===== src/rtl/assert_macros.svh =====
//------------------------------------------------------------------------------
// assert_macros.svh
// Concurrent assertion shorthands shared by the RTL.
//------------------------------------------------------------------------------
`ifndef ASSERT_MACROS_SVH
`define ASSERT_MACROS_SVH

// Same-cycle implication, disabled while reset is held.
`define ASSERT_IMPL(label, clk, rstn, ante, cons, msg) \
  label: assert property (@(posedge clk) disable iff (!(rstn)) (ante) |-> (cons)) \
    else $error(msg);

// Next-cycle implication, disabled while reset is held.
`define ASSERT_NEXT(label, clk, rstn, ante, cons, msg) \
  label: assert property (@(posedge clk) disable iff (!(rstn)) (ante) |=> (cons)) \
    else $error(msg);

`endif


===== src/rtl/ccrc_pkg.sv =====
//------------------------------------------------------------------------------
// ccrc_pkg
// Constants and the byte fold function of the reflected CRC-32.
//------------------------------------------------------------------------------
package ccrc_pkg;

  localparam int unsigned CrcWidth  = 32;
  localparam int unsigned ByteWidth = 8;

  localparam logic [CrcWidth-1:0] CrcPolyRefl = 32'hEDB8_8320;
  localparam logic [CrcWidth-1:0] CrcAllOnes  = 32'hFFFF_FFFF;

  typedef logic [CrcWidth-1:0]  crc_t;
  typedef logic [ByteWidth-1:0] byte_t;

  // Fold one byte into a reflected accumulator, LSB first.
  function automatic crc_t crc_fold_byte(crc_t acc, byte_t data);
    crc_t r;
    r = acc ^ {{(CrcWidth-ByteWidth){1'b0}}, data};
    for (int k = 0; k < ByteWidth; k++) begin
      if (r[0]) begin
        r = (r >> 1) ^ CrcPolyRefl;
      end else begin
        r = r >> 1;
      end
    end
    return r;
  endfunction

endpackage


===== src/rtl/ccrc_intf.sv =====
//------------------------------------------------------------------------------
// ccrc_intf
// Valid/ready channels for the byte stream and the checksum results.
//------------------------------------------------------------------------------
interface ccrc_byte_if;
  logic                 valid;
  logic                 ready;
  ccrc_pkg::byte_t      data_byte;
  logic                 chunk_end;
  logic                 file_end;

  modport source (output valid, data_byte, chunk_end, file_end, input ready);
  modport sink   (input valid, data_byte, chunk_end, file_end, output ready);
endinterface

interface ccrc_result_if;
  logic                 valid;
  logic                 ready;
  ccrc_pkg::crc_t       chunk_checksum;
  ccrc_pkg::crc_t       file_checksum;
  logic                 file_done;

  modport source (output valid, chunk_checksum, file_checksum, file_done, input ready);
  modport sink   (input valid, chunk_checksum, file_checksum, file_done, output ready);
endinterface


===== src/rtl/chunked_dual_crc32_unit.sv =====
//------------------------------------------------------------------------------
// chunked_dual_crc32_unit
// Per-chunk and whole-file reflected CRC-32 over a byte stream.
//------------------------------------------------------------------------------
// A result is loaded into the result register when its last byte's beat is
//   committed from the input register, once the output slot is free.
// Throughput: 1 byte per cycle, set by the single input register feeding the
//   one-byte fold into both accumulators, while no chunk-ending byte stalls.
// A result waiting at the output does not stop the input register from taking
//   a byte that ends no chunk; a chunk-ending byte waits for the output slot.
// Reset clears the valid flags and loads both accumulators with all ones.
`include "assert_macros.svh"

module chunked_dual_crc32_unit (
  input  logic                 clk_i,
  input  logic                 rst_ni,
  ccrc_byte_if.sink            data_i,
  ccrc_result_if.source        result_o
);

  // Input register: holds one accepted beat until its fold is committed.
  logic                 in_vld_q;
  ccrc_pkg::byte_t      in_byte_q;
  logic                 in_chunk_end_q;
  logic                 in_file_end_q;

  // Running accumulators.
  ccrc_pkg::crc_t       chunk_acc_q, chunk_acc_d;
  ccrc_pkg::crc_t       file_acc_q, file_acc_d;

  // Result register.
  logic                 out_vld_q;
  ccrc_pkg::crc_t       out_chunk_q;
  ccrc_pkg::crc_t       out_file_q;
  logic                 out_done_q;

  ccrc_pkg::crc_t       chunk_fold;
  ccrc_pkg::crc_t       file_fold;
  logic                 ends_chunk;
  logic                 ends_file;
  logic                 out_free;
  logic                 stage_fire;
  logic                 in_fire;

  // Fold the held byte into both accumulators.
  assign chunk_fold = ccrc_pkg::crc_fold_byte(chunk_acc_q, in_byte_q);
  assign file_fold  = ccrc_pkg::crc_fold_byte(file_acc_q, in_byte_q);

  // A file end closes the chunk as well.
  assign ends_file  = in_file_end_q;
  assign ends_chunk = in_chunk_end_q | in_file_end_q;

  // The output slot is free when empty or being drained this cycle.
  assign out_free   = !out_vld_q || result_o.ready;

  // Commit the held beat unless it needs the output slot and that is busy.
  assign stage_fire = in_vld_q && (!ends_chunk || out_free);

  // Take a new beat when the input register is empty or moving on.
  assign data_i.ready = !in_vld_q || stage_fire;
  assign in_fire      = data_i.valid && data_i.ready;

  // Next accumulator values: fold, then reload on chunk or file end.
  always_comb begin
    chunk_acc_d = chunk_acc_q;
    file_acc_d  = file_acc_q;
    if (stage_fire) begin
      chunk_acc_d = ends_chunk ? ccrc_pkg::CrcAllOnes : chunk_fold;
      file_acc_d  = ends_file  ? ccrc_pkg::CrcAllOnes : file_fold;
    end
  end

  // Control and accumulators.
  always_ff @(posedge clk_i or negedge rst_ni) begin
    if (!rst_ni) begin
      in_vld_q  <= 1'b0;
      out_vld_q <= 1'b0;
      chunk_acc_q <= ccrc_pkg::CrcAllOnes;
      file_acc_q  <= ccrc_pkg::CrcAllOnes;
    end else begin
      chunk_acc_q <= chunk_acc_d;
      file_acc_q  <= file_acc_d;
      // Hold the input register while its beat is stalled.
      if (in_fire) begin
        in_vld_q <= 1'b1;
      end else if (stage_fire) begin
        in_vld_q <= 1'b0;
      end
      // Load a result, or drop the one just taken.
      if (stage_fire && ends_chunk) begin
        out_vld_q <= 1'b1;
      end else if (result_o.ready) begin
        out_vld_q <= 1'b0;
      end
    end
  end

  // Payload registers need no reset.
  always_ff @(posedge clk_i) begin
    if (in_fire) begin
      in_byte_q      <= data_i.data_byte;
      in_chunk_end_q <= data_i.chunk_end;
      in_file_end_q  <= data_i.file_end;
    end
    if (stage_fire && ends_chunk) begin
      out_chunk_q <= chunk_fold ^ ccrc_pkg::CrcAllOnes;
      out_file_q  <= ends_file ? (file_fold ^ ccrc_pkg::CrcAllOnes) : '0;
      out_done_q  <= ends_file;
    end
  end

  assign result_o.valid          = out_vld_q;
  assign result_o.chunk_checksum = out_chunk_q;
  assign result_o.file_checksum  = out_file_q;
  assign result_o.file_done      = out_done_q;

  // A chunk end must leave the chunk accumulator reloaded.
  `ASSERT_NEXT(a_chunk_reload, clk_i, rst_ni, stage_fire && ends_chunk,
               chunk_acc_q == ccrc_pkg::CrcAllOnes, "chunk accumulator not reloaded")
  // A file end must leave the file accumulator reloaded.
  `ASSERT_NEXT(a_file_reload, clk_i, rst_ni, stage_fire && ends_file,
               file_acc_q == ccrc_pkg::CrcAllOnes, "file accumulator not reloaded")
  // A result that does not close the file carries a zero file checksum.
  `ASSERT_IMPL(a_file_zero, clk_i, rst_ni, out_vld_q && !out_done_q,
               out_file_q == '0, "file checksum set without file end")
  // A new result shows up only after a chunk-ending beat was committed.
  `ASSERT_IMPL(a_out_source, clk_i, rst_ni, $rose(out_vld_q),
               $past(stage_fire) && $past(ends_chunk), "result without chunk end")

endmodule


===== src/flat_wrapper.sv =====
// flat-port wrapper written by rule: the top's interface ports become plain ports
module chunked_dual_crc32_unit_flat 
  (clk_i, rst_ni, data_i_valid, data_i_data_byte, data_i_chunk_end, data_i_file_end, data_i_ready, result_o_valid, result_o_chunk_checksum, result_o_file_checksum, result_o_file_done, result_o_ready);
  ccrc_byte_if data_i_i ();
  ccrc_result_if result_o_i ();
  input  logic clk_i;
  input  logic rst_ni;
  input wire logic [$bits(data_i_i.valid)-1:0] data_i_valid;
  input wire logic [$bits(data_i_i.data_byte)-1:0] data_i_data_byte;
  input wire logic [$bits(data_i_i.chunk_end)-1:0] data_i_chunk_end;
  input wire logic [$bits(data_i_i.file_end)-1:0] data_i_file_end;
  output wire logic [$bits(data_i_i.ready)-1:0] data_i_ready;
  output wire logic [$bits(result_o_i.valid)-1:0] result_o_valid;
  output wire logic [$bits(result_o_i.chunk_checksum)-1:0] result_o_chunk_checksum;
  output wire logic [$bits(result_o_i.file_checksum)-1:0] result_o_file_checksum;
  output wire logic [$bits(result_o_i.file_done)-1:0] result_o_file_done;
  input wire logic [$bits(result_o_i.ready)-1:0] result_o_ready;
  assign data_i_i.valid = data_i_valid;
  assign data_i_i.data_byte = data_i_data_byte;
  assign data_i_i.chunk_end = data_i_chunk_end;
  assign data_i_i.file_end = data_i_file_end;
  assign data_i_ready = data_i_i.ready;
  assign result_o_valid = result_o_i.valid;
  assign result_o_chunk_checksum = result_o_i.chunk_checksum;
  assign result_o_file_checksum = result_o_i.file_checksum;
  assign result_o_file_done = result_o_i.file_done;
  assign result_o_i.ready = result_o_ready;
  chunked_dual_crc32_unit u_core (.clk_i(clk_i), .rst_ni(rst_ni), .data_i(data_i_i), .result_o(result_o_i));
endmodule

===== config.mk =====
export PLATFORM = sky130hd
export DESIGN_NAME = chunked_dual_crc32_unit_flat
export DESIGN_NICKNAME = d
export VERILOG_FILES = /design/src/rtl/ccrc_pkg.sv /design/src/rtl/ccrc_intf.sv /design/src/rtl/chunked_dual_crc32_unit.sv /design/src/flat_wrapper.sv
export VERILOG_INCLUDE_DIRS = /design/src /design/src/rtl
export SDC_FILE = /design/constraint.sdc
export NUM_CORES = 1
export LEC_CHECK = 0
export CAP_MARGIN = 20
export CORE_AREA = 10 10 120 122
export CTS_CLUSTER_SIZE = 10
export DETAILED_ROUTE_END_ITERATION = 8
export DIE_AREA = 0 0 130 132
export DONT_BUFFER_PORTS = 1
export PLACE_DENSITY = 0.74
export SYNTH_ARGS = -nofsm -noshare
export SYNTH_HDL_FRONTEND = slang
export SYNTH_SLANG_ARGS = --single-unit
export TNS_END_PERCENT = 100

===== constraint.sdc =====
create_clock -name clk_i -period 4.1 [get_ports clk_i]
set_input_delay 0.205 -clock clk_i [delete_from_list [all_inputs] [get_ports clk_i]]
set_output_delay 0.205 -clock clk_i [all_outputs]
set_load 0.05 [all_outputs]

* Word-level counts from Yosys, hierarchy flattened *
Cells that the tools add are included.

cells by class
  reductions and logical operators = 11
  muxes and demuxes = 22
  bitwise operators = 21

operators by type and width
  operator             number
  $mux W32             18
  $not A13 Y14         16
  $not A32 Y32         2
  $xor A32 B8 Y32      2
  $mux W1              4
  $reduce_bool A2 Y1   2
  $logic_and A1 B1 Y1  3
  $logic_not A1 Y1     3
  $logic_or A1 B1 Y1   3
  $or A1 B1 Y1         1

storage, ports and cells
  logic and storage cells = 64
  register bits = 141

* Logic depth before layout (Yosys ltp) *
  depth in word-level cells = 18
  depth in mapped cells = 6
  gate-level depth less buffers = 4

* Worst setup path before layout *
Ideal clock, no wire load.

  kind = flip-flop to flip-flop
  from = register u_core.out_vld_q, in the netlist u_core.result_o.valid
  to = register u_core.out_chunk_q[0], in the netlist u_core.result_o.chunk_checksum[0] (enable)
  arrival time = 3.590 ns
  data required time = 3.612 ns
  library setup time = 0.488 ns
  setup slack = 0.022 ns
  cell stages (with the launch flop) = 4
  path through = dfrtp_1 -> nand2b_1 -> o21ai_0 -> nor2_1

between the ends
  cells in the longest elaborated chain, start to end = 5

RTL lines
  what                      RTL line                        source
  start: declaration        chunked_dual_crc32_unit.sv:32   logic out_vld_q;
  start signal: assignment  chunked_dual_crc32_unit.sv:77   out_vld_q <= 1'b0;
  start signal: assignment  chunked_dual_crc32_unit.sv:91   out_vld_q <= 1'b1;
  start signal: assignment  chunked_dual_crc32_unit.sv:93   out_vld_q <= 1'b0;
  $logic_not A1 Y1          chunked_dual_crc32_unit.sv:54   assign out_free = !out_vld_q || result_o.ready;
  $logic_or A1 B1 Y1        chunked_dual_crc32_unit.sv:54
  $logic_or A1 B1 Y1        chunked_dual_crc32_unit.sv:57   assign stage_fire = in_vld_q && (!ends_chunk || out_free);
  $logic_and A1 B1 Y1       chunked_dual_crc32_unit.sv:57
  $logic_and A1 B1 Y1       chunked_dual_crc32_unit.sv:105  if (stage_fire && ends_chunk) begin
  end signal: assignment    chunked_dual_crc32_unit.sv:106  out_chunk_q <= chunk_fold ^ ccrc_pkg::CrcAllOnes;
  end: declaration          chunked_dual_crc32_unit.sv:33   ccrc_pkg::crc_t out_chunk_q;

No other way between the ends.
A chain may end at the register's enable or synchronous reset.

* Worst setup path in the final report *
  from = register u_core.in_file_end_q, in the netlist u_core.ends_file
  to = register u_core.out_file_q[5], in the netlist u_core.result_o.file_checksum[5] (enable)

between the ends
  cells in the longest elaborated chain, start to end = 5

RTL lines
  what                      RTL line                        source
  start: declaration        chunked_dual_crc32_unit.sv:25   logic in_file_end_q;
  start signal: assignment  chunked_dual_crc32_unit.sv:103  in_file_end_q <= data_i.file_end;
  $or A1 B1 Y1 (*)          chunked_dual_crc32_unit.sv:51   assign ends_chunk = in_chunk_end_q | in_file_end_q;
  $logic_not A1 Y1          chunked_dual_crc32_unit.sv:57
  $logic_or A1 B1 Y1        chunked_dual_crc32_unit.sv:57
  $logic_and A1 B1 Y1       chunked_dual_crc32_unit.sv:57
  $logic_and A1 B1 Y1 (*)   chunked_dual_crc32_unit.sv:105
  end signal: assignment    chunked_dual_crc32_unit.sv:107  out_file_q <= ends_file ? (file_fold ^ ccrc_pkg::CrcAllOnes) : '0;
  end: declaration          chunked_dual_crc32_unit.sv:34   ccrc_pkg::crc_t out_file_q;

Mark *: on every way between the ends. The rest lies on a longest branch, timed or not.

==> impl_metrics.json <==
{
  "status": "finished, final reports clean",
  "finalSetupViolations": 0,
  "place_area_mm2": 0.00689,
  "drt_iter0_drc": 248,
  "crit_chain": "nor2_1, o21ai_0, nor2_4, buf_12",
  "synth_nets": 467,
  "hpwl_mm": 9.01,
  "diodes": 0,
  "clock_sinks": 141,
  "final_cells": 634,
  "muxShareOfSynthArea": 0,
  "fin_area_mm2": 0.00754,
  "die_w_um": 130,
  "start_kind": "register",
  "synth-seq-area-share": 0.594,
  "worstPathArrival_ns": 2.89,
  "synthAdderAreaFrac": 0,
  "antenna_found_initial": 0,
  "syn_inst": 453,
  "max_freq_mhz": 359,
  "drive_gt1_frac": 0.251,
  "fin_tns_setup_ns": 0,
  "synth_top_family_by_area": "XOR/XNOR gates",
  "cts_resized": 0,
  "hold_viol": 0,
  "cts_setup_buffers": 0,
  "hold_buffers": 13,
  "synthSimpleGateAreaFrac": 0.0683,
  "relSlewSlack": 0.330,
  "cp_slowest_stage_delay_ns": 0.79,
  "clock_latency_ns": 0.42,
  "cts_buffers": 17,
  "fillCellCount": 837,
  "place.gp.congestion": 0.801,
  "first_pass_iters": 5,
  "grt_overflow": 0,
  "slowest_stage": "nor2_4",
  "pre_cts_ws_ns": 1.27,
  "synth_compound_area_frac": 0.0543,
  "clockRootBuffer": "clkbuf_16",
  "wl_per_cell_um": 21.2,
  "post_drt_via_cell_ratio": 5.48,
  "max_cap_violations": 0,
  "setup.worst_path.class": "register to register",
  "synth.avg_cell_area_um2": 14.8,
  "dieArea_mm2": 0.0172,
  "initial_core_util": 0.563,
  "grt_start_max_net_pins": 67,
  "cp_data_required_time_ns": 4.21,
  "grt_pass1_vias": 3640,
  "io_pins": 81,
  "setup_ws_ns": 1.32,
  "worst_pin_slew_ns": 1.00,
  "fin_crit_sh": 0.679,
  "routed_wirelength_mm": 13.5,
  "fp.coreArea_mm2": 0.0119,
  "period_needed_ns": 2.78,
  "maxSlewViolCount": 0,
  "grt_usage": 0.162,
  "clock_skew_ns": 0.00895,
  "syn-cell-area_mm2": 0.00670,
  "clkSlewWorstSetupHoldPaths_ns": 0.06,
  "crit_family": "simple AND/OR/NAND/NOR gates",
  "dp_cells": 589,
  "rsz0062_at_grt": "no",
  "grt_pass1_wl_mm": 21.1,
  "vias": 3475,
  "syn2layout_area_growth_pct": 12.5,
  "drcViolationCount": 0,
  "row_count": 40,
  "synth_warnings": 0,
  "synth-xor-area-share": 0.273,
  "clockBufferDepth": 2,
  "fin_nets": 488,
  "cp-end-kind": "register",
  "io_buffers": 0,
  "cts_tree": "built",
  "ant_nets": 0,
  "h-tree-depth": 4,
  "die_h_um": 132,
  "crit_buf_inv": 1,
  "critPathMaxFanout": 33,
  "ys_ff_latch": 141,
  "synth_cell_types": 28,
  "hp-class": "input pin to register"
}
-- cell usage in the layout, fill, tap and decap left out, types with 2 or more instances in the layout --
master,instances
nor2_1,67
xnor3_2,3
xor2_4,2
clkbuf_16,17
clkinv_2,2
dlygate4sd3_1,12
xor2_1,19
dfrtp_1,2
o21ai_0,2
clkbuf_8,2
o22a_1,5
xor3_1,6
xnor3_1,26
xnor2_2,17
inv_1,2
a21oi_1,57
nand2_1,2
a21oi_2,2
buf_4,3
xnor3_4,2
dfstp_2,64
edfxtp_1,75
and2_1,27
clkbuf_1,10
xnor2_1,50
-- registers in the layout (all words and copies together) (netlist names) --
register / flops
u_core.chunk_acc_q: 32
u_core.file_acc_q: 32
u_core.result_o.chunk_checksum: 32
u_core.result_o.file_checksum: 32
u_core.in_byte_q: 8
u_core.ends_file: 1
u_core.in_chunk_end_q: 1
u_core.in_vld_q: 1
u_core.result_o.file_done: 1
u_core.result_o.valid: 1
-- through the flow --
step,utilization,hold WS [ns]
floorplan,-,-0.0906
global placement,0.578,-0.0870
detailed placement,0.578,-0.0856
CTS,0.633,0.0477
global route,0.633,0.0826
finish,0.633,0.0545
-- final timing paths --
kind,slack [ns],startpoint,cells past startpoint,to
worst max-delay path,1.32,u_core.ends_file$_DFFE_PP_,4,u_core.result_o.file_checksum[5]$_SDFFCE_PN0P_
worst min-delay path,0.05,result_o_ready,2,u_core.result_o.valid$_DFFE_PN0P_
worst max register to register,1.32,u_core.ends_file$_DFFE_PP_,4,u_core.result_o.file_checksum[5]$_SDFFCE_PN0P_
worst min register to register,0.50,u_core.chunk_acc_q[26]$_DFFE_PN1P_,2,u_core.chunk_acc_q[26]$_DFFE_PN1P_
max in group asynchronous,3.43,rst_ni,2,u_core.file_acc_q[24]$_DFFE_PN1P_
min in group asynchronous,0.32,rst_ni,2,u_core.result_o.valid$_DFFE_PN0P_
-- kinds of logic (layout without fill, tap and decap cells) --
kind of cell,Yosys count,count (layout)
compound gates,67,67
xor+xnor,127,127
buf+inv,17,51
flops,141,141
simple gates,101,101
-- cells in the mapped netlist, drive strengths merged --
master,count,share of area
a21oi,59,0.045
and2,27,0.025
buf,3,0.0017
clkbuf,12,0.0067
dfrtp,2,0.0075
dfstp,64,0.25
edfxtp,75,0.34
inv,2,0.0011
nand2,2,0.0011
nand2b,1,0.00093
nor2,68,0.038
nor2b,1,0.00093
nor3b,1,0.0011
o21a,1,0.0011
o21ai,2,0.0015
o22a,5,0.0065
or2,1,0.00093
xnor2,68,0.11
xnor3,31,0.11
xor2,22,0.035
xor3,6,0.021
-- final cells by class --
cell class                 count  area [um^2]  area share
tap                          147          184      0.0244
clock inverter                 3         13.8     0.00183
multi-input combinational    295         2670       0.354
timing repair buffer          17          190      0.0252
clock buffer                  29          490      0.0651
inverter                       2         7.51    0.000996
sequential                   141         3980       0.529
-- layer usage --
layer,up-vias,share of wire,GRT usage,wire [um]
met5,-,0,0,0
met4,0,0.010,0.0613,141
met3,11,0.067,0.0551,899
met2,92,0.47,0.237,6390
met1,1773,0.45,0.218,6030
li1,1599,-,-,-
Power is left out: the tool's default activity adds up to more than one toggle a clock period on the data nets, which glitch-free logic cannot reach.
